### config.mk
export PLATFORM = sky130hd
export DESIGN_NAME = http2_frame_parser_validator_top_flat
export DESIGN_NICKNAME = d
export VERILOG_FILES = /design/src/hw/rtl/h2fp_pkg.sv /design/src/hw/rtl/h2fp_if.sv /design/src/hw/rtl/h2fp_parser.sv /design/src/hw/rtl/h2fp_result_fifo.sv /design/src/hw/rtl/http2_frame_parser_validator_top.sv /design/src/flat_wrapper.sv
export SDC_FILE = /design/constraint.sdc
export NUM_CORES = 1
export LEC_CHECK = 0
export ABC_AREA = 0
export BUFFER_PORTS_ARGS = -buffer_cell sky130_fd_sc_hd__buf_2
export CAP_MARGIN = 5
export CORE_MARGIN = 10
export CORE_UTILIZATION = 30
export DETAILED_ROUTE_END_ITERATION = 12
export PLACE_DENSITY = 0.54
export SYNTH_ARGS = -nofsm -noshare
export SYNTH_HDL_FRONTEND = slang
export SYNTH_HIERARCHICAL = 1
export SYNTH_SLANG_ARGS = --single-unit
### constraint.sdc
create_clock -name clk -period 15.35 [get_ports clk]
set_clock_uncertainty 0.05 [all_clocks]
set_input_delay 3.07 -clock clk [delete_from_list [all_inputs] [get_ports clk]]
set_output_delay 3.07 -clock clk [all_outputs]
set_load 0.005 [all_outputs]
### src/hw/rtl/h2fp_pkg.sv
// ----------------------------------------------------------------------------
// h2fp_pkg
// Shared types, codes and helper functions for the HTTP/2 frame parser.
// ----------------------------------------------------------------------------
`default_nettype none

package h2fp_pkg;

  // Frame header length in bytes
  localparam int unsigned HDR_LEN = 9;

  // Default depth of the result buffer (two or more)
  localparam int unsigned RESULT_DEPTH_DEF = 4;

  // Reset value of the maximum payload size register
  localparam logic [23:0] MAX_PAYLOAD_RST = 24'd16384;

  // Frame type codes
  localparam logic [7:0] FT_DATA          = 8'h00;
  localparam logic [7:0] FT_HEADERS       = 8'h01;
  localparam logic [7:0] FT_PRIORITY      = 8'h02;
  localparam logic [7:0] FT_RST_STREAM    = 8'h03;
  localparam logic [7:0] FT_SETTINGS      = 8'h04;
  localparam logic [7:0] FT_PUSH_PROMISE  = 8'h05;
  localparam logic [7:0] FT_PING          = 8'h06;
  localparam logic [7:0] FT_GOAWAY        = 8'h07;
  localparam logic [7:0] FT_WINDOW_UPDATE = 8'h08;
  localparam logic [7:0] FT_CONTINUATION  = 8'h09;

  // ACK flag of a SETTINGS frame
  localparam logic [7:0] FLAG_ACK = 8'h01;

  // Summary status codes; stream id checks come before length checks
  typedef enum logic [3:0] {
    ST_OK              = 4'd0,
    ST_SHORT_HEADER    = 4'd1,
    ST_SHORT_PAYLOAD   = 4'd2,
    ST_OVERSIZE        = 4'd3,
    ST_SID_ZERO        = 4'd4,
    ST_SID_NONZERO     = 4'd5,
    ST_SETTINGS_ACK    = 4'd6,
    ST_SETTINGS_LEN    = 4'd7,
    ST_PING_LEN        = 4'd8,
    ST_RST_STREAM_LEN  = 4'd9,
    ST_GOAWAY_LEN      = 4'd10,
    ST_WINUPD_LEN      = 4'd11,
    ST_WINUPD_INCR     = 4'd12
  } status_t;

  typedef enum logic {
    KIND_PAYLOAD = 1'b0,
    KIND_SUMMARY = 1'b1
  } kind_t;

  // One result word
  typedef struct packed {
    kind_t       kind;
    logic [7:0]  payload_byte;
    logic        last_of_run;
    status_t     status;
    logic [7:0]  frame_type;
    logic [7:0]  frame_flags;
    logic [30:0] frame_sid;
    logic [23:0] payload_length;
    logic [24:0] bytes_consumed;
  } result_t;

  // Results produced by one byte, zero to two of them
  typedef struct packed {
    logic [1:0] cnt;
    result_t    first;
    result_t    second;
  } push_t;

  // Residue of a 24-bit value modulo 3 (4 == 1 mod 3, so sum base-4 digits)
  function automatic logic [1:0] mod3_24(input logic [23:0] v);
    logic [3:0] pair [6];
    logic [5:0] s;
    logic [3:0] t;
    logic [2:0] u;
    for (int i = 0; i < 6; i++) begin
      pair[i] = 4'(v[4*i +: 2]) + 4'(v[4*i+2 +: 2]);
    end
    s = 6'(pair[0]) + 6'(pair[1]) + 6'(pair[2]) + 6'(pair[3]) + 6'(pair[4]) + 6'(pair[5]);
    t = 4'(s[5:4]) + 4'(s[3:2]) + 4'(s[1:0]);
    u = 3'(t[3:2]) + 3'(t[1:0]);
    if (u >= 3'd3) begin
      u = u - 3'd3;
    end
    return u[1:0];
  endfunction

  // Per-type frame checks; the first failing check wins
  function automatic status_t check_frame(
    input logic [7:0]  ftype,
    input logic [7:0]  flags,
    input logic [23:0] len,
    input logic [30:0] sid,
    input logic        incr_nonzero
  );
    status_t sid_st;
    status_t len_st;
    sid_st = ST_OK;
    len_st = ST_OK;
    case (ftype) inside
      FT_DATA, FT_HEADERS, FT_PRIORITY, FT_RST_STREAM, FT_PUSH_PROMISE,
      FT_CONTINUATION: begin
        if (sid == '0) sid_st = ST_SID_ZERO;
      end
      FT_SETTINGS, FT_PING, FT_GOAWAY: begin
        if (sid != '0) sid_st = ST_SID_NONZERO;
      end
      default: ;
    endcase
    case (ftype)
      FT_SETTINGS: begin
        if (((flags & FLAG_ACK) != '0) && (len != '0)) len_st = ST_SETTINGS_ACK;
        else if (len[0] || (mod3_24(len) != 2'd0)) len_st = ST_SETTINGS_LEN;
      end
      FT_PING: begin
        if (len != 24'd8) len_st = ST_PING_LEN;
      end
      FT_RST_STREAM: begin
        if (len != 24'd4) len_st = ST_RST_STREAM_LEN;
      end
      FT_GOAWAY: begin
        if (len < 24'd8) len_st = ST_GOAWAY_LEN;
      end
      FT_WINDOW_UPDATE: begin
        if (len != 24'd4) len_st = ST_WINUPD_LEN;
        else if (!incr_nonzero) len_st = ST_WINUPD_INCR;
      end
      default: ;
    endcase
    return (sid_st != ST_OK) ? sid_st : len_st;
  endfunction

endpackage

`default_nettype wire

### src/hw/rtl/h2fp_if.sv
// ----------------------------------------------------------------------------
// h2fp_if
// Valid/ready channels of the parser: received bytes in, result words out.
// ----------------------------------------------------------------------------
`default_nettype none

interface h2fp_byte_if;
  logic       valid;
  logic       ready;
  logic [7:0] data_byte;
  logic       buffer_end;

  modport source (output valid, output data_byte, output buffer_end, input ready);
  modport sink   (input valid, input data_byte, input buffer_end, output ready);
endinterface

interface h2fp_result_if;
  logic        valid;
  logic        ready;
  logic        result_kind;
  logic [7:0]  payload_byte;
  logic        last_of_run;
  logic [3:0]  status;
  logic [7:0]  frame_type;
  logic [7:0]  frame_flags;
  logic [30:0] frame_sid;
  logic [23:0] payload_length;
  logic [24:0] bytes_consumed;

  modport source (
    output valid, output result_kind, output payload_byte, output last_of_run,
    output status, output frame_type, output frame_flags, output frame_sid,
    output payload_length, output bytes_consumed, input ready
  );
  modport sink (
    input valid, input result_kind, input payload_byte, input last_of_run,
    input status, input frame_type, input frame_flags, input frame_sid,
    input payload_length, input bytes_consumed, output ready
  );
endinterface

`default_nettype wire

### src/hw/rtl/h2fp_parser.sv
// ----------------------------------------------------------------------------
// h2fp_parser
// Input register, header/payload state and result formation, one byte a cycle while the result buffer has room.
// ----------------------------------------------------------------------------
`default_nettype none

module h2fp_parser (
  input  wire logic             clk,
  input  wire logic             rst,
  h2fp_byte_if.sink             frame_bytes,
  input  wire logic             cfg_wr_en,
  input  wire logic [23:0]      cfg_wr_data,
  input  wire logic             space_ok,
  output h2fp_pkg::push_t       push
);

  localparam logic [3:0] HDR_END = 4'(h2fp_pkg::HDR_LEN);

  // Input register
  logic        q_valid;
  logic [7:0]  q_byte;
  logic        q_end;

  // Frame state
  logic [23:0] max_payload;
  logic        discarding, discarding_next;
  logic [3:0]  hdr_pos, hdr_pos_next;
  logic [23:0] len, len_next;
  logic [7:0]  ftype, ftype_next;
  logic [7:0]  flags, flags_next;
  logic [30:0] sid, sid_next;
  logic        incr, incr_next;
  logic [23:0] pay_cnt, pay_cnt_next;

  logic        fire;
  logic        in_payload;
  logic        restart;
  logic [7:0]  incr_byte;

  assign fire              = q_valid && space_ok;
  assign frame_bytes.ready = !q_valid || space_ok;
  assign in_payload        = (hdr_pos == HDR_END);

  // Build a summary word; header fields only for a complete frame
  function automatic h2fp_pkg::result_t summary(
    input h2fp_pkg::status_t st,
    input logic              full,
    input logic [7:0]        t,
    input logic [7:0]        f,
    input logic [30:0]       s,
    input logic [23:0]       l
  );
    h2fp_pkg::result_t r;
    r                = '0;
    r.kind           = h2fp_pkg::KIND_SUMMARY;
    r.last_of_run    = 1'b1;
    r.status         = st;
    if (full) begin
      r.frame_type     = t;
      r.frame_flags    = f;
      r.frame_sid      = s;
      r.payload_length = l;
      r.bytes_consumed = {1'b0, l} + 25'(h2fp_pkg::HDR_LEN);
    end
    return r;
  endfunction

  // Hold the byte until the result buffer can take its results
  always_ff @(posedge clk) begin
    if (rst) begin
      q_valid <= 1'b0;
    end else if (frame_bytes.valid && frame_bytes.ready) begin
      q_valid <= 1'b1;
    end else if (fire) begin
      q_valid <= 1'b0;
    end
  end

  always_ff @(posedge clk) begin
    if (frame_bytes.valid && frame_bytes.ready) begin
      q_byte <= frame_bytes.data_byte;
      q_end  <= frame_bytes.buffer_end;
    end
  end

  // Decode the byte against the frame position
  always_comb begin
    discarding_next = discarding;
    hdr_pos_next    = hdr_pos;
    len_next        = len;
    ftype_next      = ftype;
    flags_next      = flags;
    sid_next        = sid;
    incr_next       = incr;
    pay_cnt_next    = pay_cnt;
    restart         = 1'b0;
    incr_byte       = '0;
    push            = '0;
    if (fire) begin
      if (discarding) begin
        // Drop bytes up to the buffer end
        if (q_end) begin
          discarding_next = 1'b0;
          restart         = 1'b1;
        end
      end else if (!in_payload) begin
        case (hdr_pos) inside
          4'd0, 4'd1, 4'd2: len_next   = {len[15:0], q_byte};
          4'd3:             ftype_next = q_byte;
          4'd4:             flags_next = q_byte;
          4'd5:             sid_next   = {24'd0, q_byte[6:0]};
          default:          sid_next   = {sid[22:0], q_byte};
        endcase
        hdr_pos_next = hdr_pos + 4'd1;
        if (hdr_pos_next != HDR_END) begin
          if (q_end) begin
            push.cnt   = 2'd1;
            push.first = summary(h2fp_pkg::ST_SHORT_HEADER, 1'b0, '0, '0, '0, '0);
            restart    = 1'b1;
          end
        end else if (len_next > max_payload) begin
          push.cnt        = 2'd1;
          push.first      = summary(h2fp_pkg::ST_OVERSIZE, 1'b0, '0, '0, '0, '0);
          restart         = 1'b1;
          discarding_next = !q_end;
        end else if (len_next == '0) begin
          push.cnt   = 2'd1;
          push.first = summary(
            h2fp_pkg::check_frame(ftype_next, flags_next, len_next, sid_next, incr),
            1'b1, ftype_next, flags_next, sid_next, len_next);
          restart    = 1'b1;
        end else if (q_end) begin
          push.cnt   = 2'd1;
          push.first = summary(h2fp_pkg::ST_SHORT_PAYLOAD, 1'b0, '0, '0, '0, '0);
          restart    = 1'b1;
        end
      end else begin
        // Track the window increment over the first four payload bytes
        if (pay_cnt < 24'd4) begin
          incr_byte = (pay_cnt == '0) ? {1'b0, q_byte[6:0]} : q_byte;
          if (incr_byte != '0) incr_next = 1'b1;
        end
        pay_cnt_next              = pay_cnt + 24'd1;
        push.cnt                  = 2'd1;
        push.first.kind           = h2fp_pkg::KIND_PAYLOAD;
        push.first.payload_byte   = q_byte;
        push.first.status         = h2fp_pkg::ST_OK;
        if (pay_cnt_next == len) begin
          push.cnt    = 2'd2;
          push.second = summary(
            h2fp_pkg::check_frame(ftype, flags, len, sid, incr_next),
            1'b1, ftype, flags, sid, len);
          restart     = 1'b1;
        end else if (q_end) begin
          push.cnt    = 2'd2;
          push.second = summary(h2fp_pkg::ST_SHORT_PAYLOAD, 1'b0, '0, '0, '0, '0);
          restart     = 1'b1;
        end else begin
          push.first.last_of_run = 1'b1;
        end
      end
    end
    // Clear the frame and wait for the next header
    if (restart) begin
      hdr_pos_next = '0;
      len_next     = '0;
      ftype_next   = '0;
      flags_next   = '0;
      sid_next     = '0;
      incr_next    = 1'b0;
      pay_cnt_next = '0;
    end
  end

  // Advance the frame state
  always_ff @(posedge clk) begin
    if (rst) begin
      max_payload <= h2fp_pkg::MAX_PAYLOAD_RST;
      discarding  <= 1'b0;
      hdr_pos     <= '0;
      len         <= '0;
      ftype       <= '0;
      flags       <= '0;
      sid         <= '0;
      incr        <= 1'b0;
      pay_cnt     <= '0;
    end else begin
      if (cfg_wr_en) begin
        max_payload <= cfg_wr_data;
      end
      discarding <= discarding_next;
      hdr_pos    <= hdr_pos_next;
      len        <= len_next;
      ftype      <= ftype_next;
      flags      <= flags_next;
      sid        <= sid_next;
      incr       <= incr_next;
      pay_cnt    <= pay_cnt_next;
    end
  end

  // Discard mode always sits at a cleared frame
  a_discard_clear: assert property (@(posedge clk) disable iff (rst)
    discarding |-> (hdr_pos == '0) && (len == '0) && (pay_cnt == '0))
    else $error("discard mode with frame state left over");

  // Payload count stays inside the declared length
  a_payload_bound: assert property (@(posedge clk) disable iff (rst)
    in_payload |-> (len != '0) && (pay_cnt < len))
    else $error("payload count past frame length");

  // No payload count while the header is collected
  a_header_no_count: assert property (@(posedge clk) disable iff (rst)
    !in_payload |-> (pay_cnt == '0) && (hdr_pos < HDR_END))
    else $error("header position or payload count out of step");

endmodule

`default_nettype wire

### src/hw/rtl/h2fp_result_fifo.sv
// ----------------------------------------------------------------------------
// h2fp_result_fifo
// Small result buffer: takes up to two words a cycle while it has room for two, hands one out a cycle while ready.
// ----------------------------------------------------------------------------
`default_nettype none

module h2fp_result_fifo #(
  parameter int unsigned DEPTH = h2fp_pkg::RESULT_DEPTH_DEF
) (
  input  wire logic             clk,
  input  wire logic             rst,
  input  wire h2fp_pkg::push_t  push,
  output logic                  space_ok,
  h2fp_result_if.source         results
);

  localparam int unsigned PW = (DEPTH > 1) ? $clog2(DEPTH) : 1;
  localparam int unsigned CW = $clog2(DEPTH + 1);

  h2fp_pkg::result_t mem [DEPTH];
  h2fp_pkg::result_t head;
  logic [PW-1:0]     wr_ptr, wr_ptr_next, wr_ptr1;
  logic [PW-1:0]     rd_ptr, rd_ptr_next;
  logic [CW-1:0]     count, count_next;
  logic              pop;

  function automatic logic [PW-1:0] ptr_inc(input logic [PW-1:0] p);
    return (p == PW'(DEPTH - 1)) ? '0 : p + PW'(1);
  endfunction

  assign wr_ptr1  = ptr_inc(wr_ptr);
  assign pop      = results.valid && results.ready;
  assign space_ok = (count <= CW'(DEPTH - 2));

  // Advance pointers and fill count
  always_comb begin
    case (push.cnt)
      2'd1:    wr_ptr_next = wr_ptr1;
      2'd2:    wr_ptr_next = ptr_inc(wr_ptr1);
      default: wr_ptr_next = wr_ptr;
    endcase
    rd_ptr_next = pop ? ptr_inc(rd_ptr) : rd_ptr;
    count_next  = count + CW'(push.cnt) - CW'(pop);
  end

  always_ff @(posedge clk) begin
    if (rst) begin
      wr_ptr <= '0;
      rd_ptr <= '0;
      count  <= '0;
    end else begin
      wr_ptr <= wr_ptr_next;
      rd_ptr <= rd_ptr_next;
      count  <= count_next;
    end
  end

  // Store incoming words
  always_ff @(posedge clk) begin
    if (push.cnt != 2'd0) begin
      mem[wr_ptr] <= push.first;
    end
    if (push.cnt == 2'd2) begin
      mem[wr_ptr1] <= push.second;
    end
  end

  // Drive the head word
  assign head                   = mem[rd_ptr];
  assign results.valid          = (count != '0);
  assign results.result_kind    = head.kind;
  assign results.payload_byte   = head.payload_byte;
  assign results.last_of_run    = head.last_of_run;
  assign results.status         = head.status;
  assign results.frame_type     = head.frame_type;
  assign results.frame_flags    = head.frame_flags;
  assign results.frame_sid      = head.frame_sid;
  assign results.payload_length = head.payload_length;
  assign results.bytes_consumed = head.bytes_consumed;

  a_no_overflow: assert property (@(posedge clk) disable iff (rst)
    count <= CW'(DEPTH))
    else $error("result buffer overflow");

  a_push_with_room: assert property (@(posedge clk) disable iff (rst)
    (push.cnt != 2'd0) |-> space_ok && (push.cnt != 2'd3))
    else $error("words pushed without room");

  a_count_tracks: assert property (@(posedge clk) disable iff (rst)
    (push.cnt == 2'd0) && !pop |=> $stable(count))
    else $error("fill count moved without traffic");

endmodule

`default_nettype wire

### src/hw/rtl/http2_frame_parser_validator_top.sv
// ----------------------------------------------------------------------------
// http2_frame_parser_validator_top
// HTTP/2 frame header parser and validator, one received byte per word.
// ----------------------------------------------------------------------------
// Path: the first result word of a byte goes through the input register, then
//   the result buffer, and waits in the input register while the buffer is full.
// Throughput: one byte per cycle while each byte gives at most one result and
//   the result side takes a word every cycle; a byte that gives a payload word
//   and a summary puts two words into the result buffer.
// Reset: synchronous rst clears the frame state, discard mode and the result
//   buffer, and sets max_payload_size to 16384.
`default_nettype none

module http2_frame_parser_validator_top #(
  parameter int unsigned RESULT_DEPTH = h2fp_pkg::RESULT_DEPTH_DEF
) (
  input  wire logic        clk,
  input  wire logic        rst,
  h2fp_byte_if.sink        frame_bytes,
  h2fp_result_if.source    results,
  input  wire logic        cfg_wr_en,
  input  wire logic [23:0] cfg_wr_data
);

  h2fp_pkg::push_t push;
  logic            space_ok;

  // Parse bytes into result words
  h2fp_parser u_parser (
    .clk         (clk),
    .rst         (rst),
    .frame_bytes (frame_bytes),
    .cfg_wr_en   (cfg_wr_en),
    .cfg_wr_data (cfg_wr_data),
    .space_ok    (space_ok),
    .push        (push)
  );

  // Buffer words toward the result channel
  h2fp_result_fifo #(
    .DEPTH (RESULT_DEPTH)
  ) u_result_fifo (
    .clk      (clk),
    .rst      (rst),
    .push     (push),
    .space_ok (space_ok),
    .results  (results)
  );

endmodule

`default_nettype wire

### src/flat_wrapper.sv
// flat-port wrapper written by rule: the top's interface ports become plain ports
module http2_frame_parser_validator_top_flat 
#(
  parameter int unsigned RESULT_DEPTH = h2fp_pkg::RESULT_DEPTH_DEF
)
  (clk, rst, cfg_wr_en, cfg_wr_data, frame_bytes_valid, frame_bytes_data_byte, frame_bytes_buffer_end, frame_bytes_ready, results_valid, results_result_kind, results_payload_byte, results_last_of_run, results_status, results_frame_type, results_frame_flags, results_frame_sid, results_payload_length, results_bytes_consumed, results_ready);
  h2fp_byte_if frame_bytes_i ();
  h2fp_result_if results_i ();
  input  wire logic clk;
  input  wire logic rst;
  input  wire logic cfg_wr_en;
  input  wire logic [23:0] cfg_wr_data;
  input wire logic [$bits(frame_bytes_i.valid)-1:0] frame_bytes_valid;
  input wire logic [$bits(frame_bytes_i.data_byte)-1:0] frame_bytes_data_byte;
  input wire logic [$bits(frame_bytes_i.buffer_end)-1:0] frame_bytes_buffer_end;
  output wire logic [$bits(frame_bytes_i.ready)-1:0] frame_bytes_ready;
  output wire logic [$bits(results_i.valid)-1:0] results_valid;
  output wire logic [$bits(results_i.result_kind)-1:0] results_result_kind;
  output wire logic [$bits(results_i.payload_byte)-1:0] results_payload_byte;
  output wire logic [$bits(results_i.last_of_run)-1:0] results_last_of_run;
  output wire logic [$bits(results_i.status)-1:0] results_status;
  output wire logic [$bits(results_i.frame_type)-1:0] results_frame_type;
  output wire logic [$bits(results_i.frame_flags)-1:0] results_frame_flags;
  output wire logic [$bits(results_i.frame_sid)-1:0] results_frame_sid;
  output wire logic [$bits(results_i.payload_length)-1:0] results_payload_length;
  output wire logic [$bits(results_i.bytes_consumed)-1:0] results_bytes_consumed;
  input wire logic [$bits(results_i.ready)-1:0] results_ready;
  assign frame_bytes_i.valid = frame_bytes_valid;
  assign frame_bytes_i.data_byte = frame_bytes_data_byte;
  assign frame_bytes_i.buffer_end = frame_bytes_buffer_end;
  assign frame_bytes_ready = frame_bytes_i.ready;
  assign results_valid = results_i.valid;
  assign results_result_kind = results_i.result_kind;
  assign results_payload_byte = results_i.payload_byte;
  assign results_last_of_run = results_i.last_of_run;
  assign results_status = results_i.status;
  assign results_frame_type = results_i.frame_type;
  assign results_frame_flags = results_i.frame_flags;
  assign results_frame_sid = results_i.frame_sid;
  assign results_payload_length = results_i.payload_length;
  assign results_bytes_consumed = results_i.bytes_consumed;
  assign results_i.ready = results_ready;
  http2_frame_parser_validator_top #(.RESULT_DEPTH(RESULT_DEPTH)) u_core (.clk(clk), .rst(rst), .frame_bytes(frame_bytes_i), .results(results_i), .cfg_wr_en(cfg_wr_en), .cfg_wr_data(cfg_wr_data));
endmodule
==> results of run 1 <==
[power by group through the flow]
| stage | clock network, mW | registers [mW] | logic [mW] |
|---|---|---|---|
| after floorplan | 0 | 1.86 | 4.08 |
| after global placement | 0 | 1.96 | 5.01 |
| after detailed placement | 0 | 1.97 | 5.07 |
| after CTS | 1.64 | 1.93 | 5.11 |
| after global routing | 1.70 | 1.95 | 5.87 |
| final | 1.60 | 1.93 | 5.06 |
[per-layer routing]
| metal | wire [microns] | GRT usage | vias to the layer above |
|---|---|---|---|
| li1 | - | - | 9916 |
| met1 | 44080 | 0.2026 | 10910 |
| met2 | 43690 | 0.2350 | 477 |
| met3 | 5228 | 0.03027 | 126 |
| met4 | 1449 | 0.03335 | 36 |
| met5 | 250 | 0 | - |
[per-stage QoR]
step	hold slack, ps	util	setup slack, ps	cells	power, mW
6_report	441.1	0.3382	5592	4283	8.587
3_5_place_dp	425.3	0.3185	5728	4150	7.038
2_1_floorplan	393.1	-	2385	2726	5.932
3_3_place_gp	422.8	0.3185	5849	4150	6.972
5_1_grt	465.5	0.3381	4932	4281	9.508
4_1_cts	442.7	0.3380	5696	4276	8.683
[critical path: cells and delay by family (launching register included)]
| family | cells | cell delay, ps |
|---|---|---|
| AND/OR/NAND/NOR | 8 | 1330 |
| buffers and inverters | 5 | 660 |
| flip-flops | 1 | 460 |
| XOR/XNOR | 1 | 170 |
| adder cells (fa/ha/maj) | 14 | 4880 |
| AO/OA/AOI/OAI | 5 | 1160 |
| multiplexers | 2 | 870 |
[Yosys cell counts (26+ instances only)]
library cell,count,area share
nand2_1,147,0.016
ha_1,74,0.027
mux2i_1,72,0.021
inv_1,116,0.013
nor4_1,32,0.0059
mux2_2,452,0.15
fa_1,44,0.026
nand3_1,74,0.011
a21oi_1,103,0.015
dfxtp_1,135,0.080
a211oi_1,26,0.0058
and2_1,100,0.019
nor3_1,28,0.0042
nor2_1,162,0.018
xnor2_1,52,0.014
buf_4,66,0.015
mux4_2,110,0.074
buf_6,36,0.012
xor2_1,32,0.0083
nand4_1,42,0.0078
clkbuf_1,101,0.011
edfxtp_1,449,0.40
buf_2,39,0.0058
[kinds of logic after synthesis]
group | Yosys count | share of synthesized area
xor gates and xnor gates | 84 | 0.02183
AOI/OAI and AO/OA | 219 | 0.04065
DFF | 584 | 0.4802
buffers and inverters | 362 | 0.05721
and+or+nand+nor | 674 | 0.1005
muxes | 634 | 0.2459
adders and majority gates | 118 | 0.05361
other | 1 | 0.0001113
[path summary, 6_finish.rpt]
path                            depth (start not counted)                       startpoint                              end  slack, ps
worst min-delay path                                    2  u_core/u_parser/max_payload[15]  u_core/u_parser/max_payload[15]        440
worst max register to register                         35       u_core/u_parser/hdr_pos[0]  u_core/u_result_fifo/mem[1][97]       5590
worst max-delay path                                   35       u_core/u_parser/hdr_pos[0]  u_core/u_result_fifo/mem[1][97]       5590
worst min register to register                          2  u_core/u_parser/max_payload[15]  u_core/u_parser/max_payload[15]        440
[layout make-up]
class	instances	area, sq um	share of cell area
sequential	584	16190	0.4309
multi-input combinational	1780	15910	0.4232
clock buffer	98	1918	0.05104
tap	1488	1862	0.04954
timing repair buffer	182	993.5	0.02643
inverter	116	435.4	0.01159
clock inverter	28	256.5	0.006825
antenna	7	17.52	0.0004661
[sequential cells by signal, indices dropped and copies added, names as in the netlist, named ones only]
| signal | count |
|---|---|
| u_core/u_parser/len | 24 |
| u_core/u_parser/flags | 8 |
| u_core/u_parser/hdr_pos | 4 |
| u_core/u_parser/discarding | 1 |
| u_core/u_parser/q_valid | 1 |
| u_core/u_result_fifo/rd_ptr | 2 |
| u_core/u_parser/pay_cnt | 24 |
| u_core/u_result_fifo/count | 3 |
| u_core/u_parser/q_byte | 8 |
| u_core/u_parser/q_end | 1 |
| u_core/u_result_fifo/wr_ptr | 2 |
| u_core/u_parser/incr | 1 |
| u_core/u_parser/sid | 31 |
| u_core/u_parser/ftype | 8 |
| u_core/u_result_fifo/mem | 440 |
| u_core/u_parser/max_payload | 24 |
==> run_results.csv, run 1 <==
group,metric,value,unit
status,outcome,"completed",
synth,synthArstFlopShare,0,
clock_tree,cts.clk_slew.worst_paths,60,ps
synth,syn_area,33700,sq um
synth,synthCells,2676,
die,fp.dieH,355.2,microns
route,drt_wl_total,94700,microns
critical_path,end_kind,"flip-flop",
clock_tree,clock-sinks,584,
timing,fmax,102.5,MHz
clock_tree,htreeDepth,3,
timing,fin_crit,9758,ps
clock_tree,cts-root-buf,"clkbuf_16",
min_path,hold_path_class,"flip-flop to flip-flop",
synth,avgSynthCellArea,12.59,sq um
synth,ys_types,70,
die,design.core.area,111100,sq um
clock_tree,insertion_delay,630,ps
timing,setup_viol,0,
global_route,antenna_found_initial,26,
power,leakage,13.76,nW
power,switchingPower,3.624,mW
timing,slew_headroom,0.2343,
timing,fin_crit_sh,0.6357,
die,ios,150,
clock_tree,clockBufferDepth,3,
placement,place.gp.congestion,0.8556,
critical_path,critPathMaxFanout,29,
clock_tree,cts_made_buffers,68,
die,initial_core_util,0.3033,
route,first_iter_violations,1800,
power,clkPwrFrac,0.186,
power,pwr_density_cell,228.5,nW/um^2
global_route,grt_util_all_layers,0.1469,
critical_path,max_stage_delay,610,ps
power,intPower,4.963,mW
global_route,grt_max_degree,85,
critical_path,start_kind,"flip-flop",
power,vdd_ir_drop_max,1.008,mV
power,sw_frac_of_total,0.4220,
timing,rsz0062_at_grt,"no",
finish,drive_gt1_frac,0.3110,
clock_tree,cts_resized,0,
critical_path,slowest_stage,"mux2i_1",
global_route,grt_pass1_vias,21950,
placement,port_buffers,149,
timing,hold_violations,0,
placement,post-dp-hpwl,59900,microns
die,rows,122,
clock_tree,ctsHoldBuffers,0,
finish,n_fill_cell,11050,
timing,final.setup.tns,0,ps
route,vias_per_cell,5.011,
global_route,grt_pass1_wl,143400,microns
timing,worstMarginPinSlew,1148,ps
finish,final_cell_area,37580,sq um
finish,fin_nets,2888,
flow_run,max_cap_violations,0,
synth,synthFlopType,"edfxtp_1",
power,combPwrFrac,0.589,
finish,final_common_cell,"mux2_2",
global_route,grt_overflow_total,0,
clock_tree,tritoncts,"done",
die,die_area,126200,sq um
route,drcViolationCount,0,
critical_path,critPathRequiredTime,15800,ps
finish,mostFrequentLayoutCells,"452 x mux2_2, 449 x edfxtp_1, 162 x nor2_1",
route,post_drt_wl_per_cell,22.11,microns
finish,area_growth_syn_to_layout,11.50,%
timing,final_max_slew_viol_count,0,
critical_path,arrival,10200,ps
synth,yosysSeqAreaShare,0.4802,
synth,yosysWarnings,6,
critical_path,path_class,"flip-flop to flip-flop",
synth,ys_ff_latch,584,
placement,post_dp_cell_area,35390,sq um
route,drt_pass1_iterations,5,
clock_tree,postCtsSetupBuffers,0,
power,pwr-share-seq,0.225,
route,ant_nets,0,
route,via_count,21460,
die,die_w,355.2,microns
synth,synth_edf_count,449,
No activity file was read; power rests on OpenSTA's default activity.
==> inputs of run 2 (changes only) <==
--- a/config.mk
+++ b/config.mk
@@ -11,7 +11,7 @@
 export CORE_MARGIN = 10
 export CORE_UTILIZATION = 30
 export DETAILED_ROUTE_END_ITERATION = 12
-export PLACE_DENSITY = 0.54
+export PLACE_DENSITY = 0.55
 export SYNTH_ARGS = -nofsm -noshare
 export SYNTH_HDL_FRONTEND = slang
 export SYNTH_HIERARCHICAL = 1
==> constraint.sdc (replaced) <==
create_clock -name clk -period 8.19 [get_ports clk]
set_clock_uncertainty 0.05 [all_clocks]
set_input_delay 1.638 -clock clk [delete_from_list [all_inputs] [get_ports clk]]
set_output_delay 1.638 -clock clk [all_outputs]
set_load 0.005 [all_outputs]
==> run 2 against run 1 <==
Net effect: worst hold slack worse by 4.4 ps; clock-buffer cell count down 4; first-iteration DRC count down 8.7%; routed wire length up 2.0%; fmax up 20%; via count up 1.5%; core utilization up 0.99 points; critical endpoint is now u_core/u_result_fifo/mem[3][96]; largest power group unchanged.
==> run_results.csv, run 2 (synthesis results as in run 1) <==
group,metric,value,unit
status,outcome,"completed",
global_route,grt_max_degree,111,
finish,n_fill_cell,10980,
die,ios,150,
clock_tree,tritoncts,"done",
die,initial_core_util,0.3033,
clock_tree,cts.clk_slew.worst_paths,60,ps
clock_tree,clockBufferDepth,3,
global_route,grt_util_all_layers,0.1505,
die,die_area,126200,sq um
power,vdd_ir_drop_max,3.376,mV
finish,fin_nets,2966,
placement,dpl_worst_slack,-196.2,ps
die,die_w,355.2,microns
finish,top_register,"u_core/u_result_fifo/mem",
timing,slew_headroom,0.2918,
timing,fin_crit_sh,0.9910,
min_path,hold_path_class,"flip-flop to flip-flop",
power,total_power,18.98,mW
clock_tree,cts_made_buffers,71,
clock_tree,cts-root-buf,"clkbuf_16",
critical_path,crit_top_cell,"fa_1",
timing,fin_crit,8116,ps
placement,dp_cells,4224,
clock_tree,ctsHoldBuffers,0,
global_route,grt_overflow_total,0,
critical_path,max_stage_delay,570,ps
finish,drive_gt1_frac,0.3458,
route,drt_wl_total,96570,microns
clock_tree,clock-sinks,584,
critical_path,critPathMaxFanout,4,
route,drt_pass1_iterations,5,
finish,mostFrequentLayoutCells,"449 x edfxtp_1, 440 x mux2_2, 161 x nor2_1",
critical_path,slowest_stage,"fa_1",
placement,place.gp.congestion,0.8430,
die,design.core.area,111100,sq um
route,first_iter_violations,1644,
critical_path,arrival,8450,ps
critical_path,critPathRequiredTime,8530,ps
timing,timing.final.ws_setup,73.62,ps
global_route,antenna_found_initial,14,
critical_path,end_kind,"flip-flop",
timing,final_max_slew_viol_count,0,
route,post_drt_wl_per_cell,22.14,microns
timing,final.setup.tns,0,ps
power,leakage,14.28,nW
finish,final_common_cell,"edfxtp_1",
global_route,grt_pass1_wl,146500,microns
timing,worstMarginPinSlew,1062,ps
critical_path,start_kind,"flip-flop",
clock_tree,insertion_delay,640,ps
die,rows,122,
route,vias_per_cell,4.997,
die,fp.dieH,355.2,microns
critical_path,crit_buf_inv,5,
finish,reg_top3,"u_core/u_result_fifo/mem: 440 flops, u_core/u_parser/sid: 31 flops",
power,pwr_density_cell,490.8,nW/um^2
finish,layoutNonFillerInstCount,4361,
flow_run,max_cap_violations,0,
route,drcViolationCount,0,
timing,rsz0062_at_grt,"yes",
route,via_count,21790,
clock_tree,htreeDepth,3,
timing,setup_viol,0,
finish,utilization,0.3481,
finish,largest_reg_flops,440,
placement,post-dp-hpwl,60840,microns
finish,area_growth_syn_to_layout,14.78,%
critical_path,path_class,"flip-flop to flip-flop",
global_route,grt_pass1_vias,22430,
timing,hold_violations,0,
route,ant_nets,0,
timing,fmax,123.2,MHz
placement,port_buffers,149,
critical_path,crit_family,"adder cells",
[run 2: changes by cell type in the layout (fill, tap and decap cells not counted), sizes merged]
cell      before  now
nand2        147  148
clkinvlp       1    3
clkbuf        98   94
buf          182  256
bufinv         3    5
inv          121  119
clkinv        19   24
[run 2: per-stage QoR]
| step | hold WS (ps) | instance area [sq um] |
|---|---|---|
| floorplan | 393.1 | 34000 |
| global placement | 422.4 | 36060 |
| detailed placement | 431.9 | 36060 |
| CTS | 440.4 | 38540 |
| global route | 468.2 | 38670 |
| finish | 436.7 | 38680 |
[run 2: layer usage]
metal,up-vias,track usage,routed length (microns)
li1,10060,-,-
met1,11080,0.2097,44880
met2,520,0.2397,44520
met3,118,0.02613,5260
met4,14,0.03935,1806
met5,-,0,93
[run 2: path summary, 6_finish.rpt]
check                                 startpoint                         endpoint  slack, ps  cells after the start
setup reg to reg      u_core/u_parser/hdr_pos[1]  u_core/u_result_fifo/mem[3][96]         70                     30
hold / removal    u_core/u_result_fifo/rd_ptr[0]                        flip-flop        440                      2
hold reg to reg   u_core/u_result_fifo/rd_ptr[0]                        flip-flop        440                      2
setup / recovery      u_core/u_parser/hdr_pos[1]  u_core/u_result_fifo/mem[3][96]         70                     30
[run 2: what timing repair did]
action                                  in CTS  in global routing
gates resized for setup                     24                 31
endpoints found under the setup margin      12                 12
buffers inserted                             1                  0
pin swaps                                    7                 21
cloned                                       1                  0
[run 2: worst min-delay path: stages (launching register included)]
cell     delay, ps
dfxtp_1        320
nand2_1         60
a21oi_1         70
[run 2: area by class of cell]
class                           count  area [sq um]  area share
Timing Repair Buffer              256          1632     0.04218
Sequential cell                   584         16200      0.4188
Tap cell                         1488          1862     0.04813
Clock buffer                       94          1966     0.05081
Clock inverter                     35         369.1    0.009542
Inverter                          116         440.4     0.01139
Multi-Input combinational cell   1781         16200      0.4187
Antenna cell                        7         17.52   0.0004528
[run 2: where the power goes]
part | internal [mW] | switching (mW)
Sequential | 3.33 | 0.155
Combinational | 6.07 | 6.27
Clock | 1.86 | 1.30
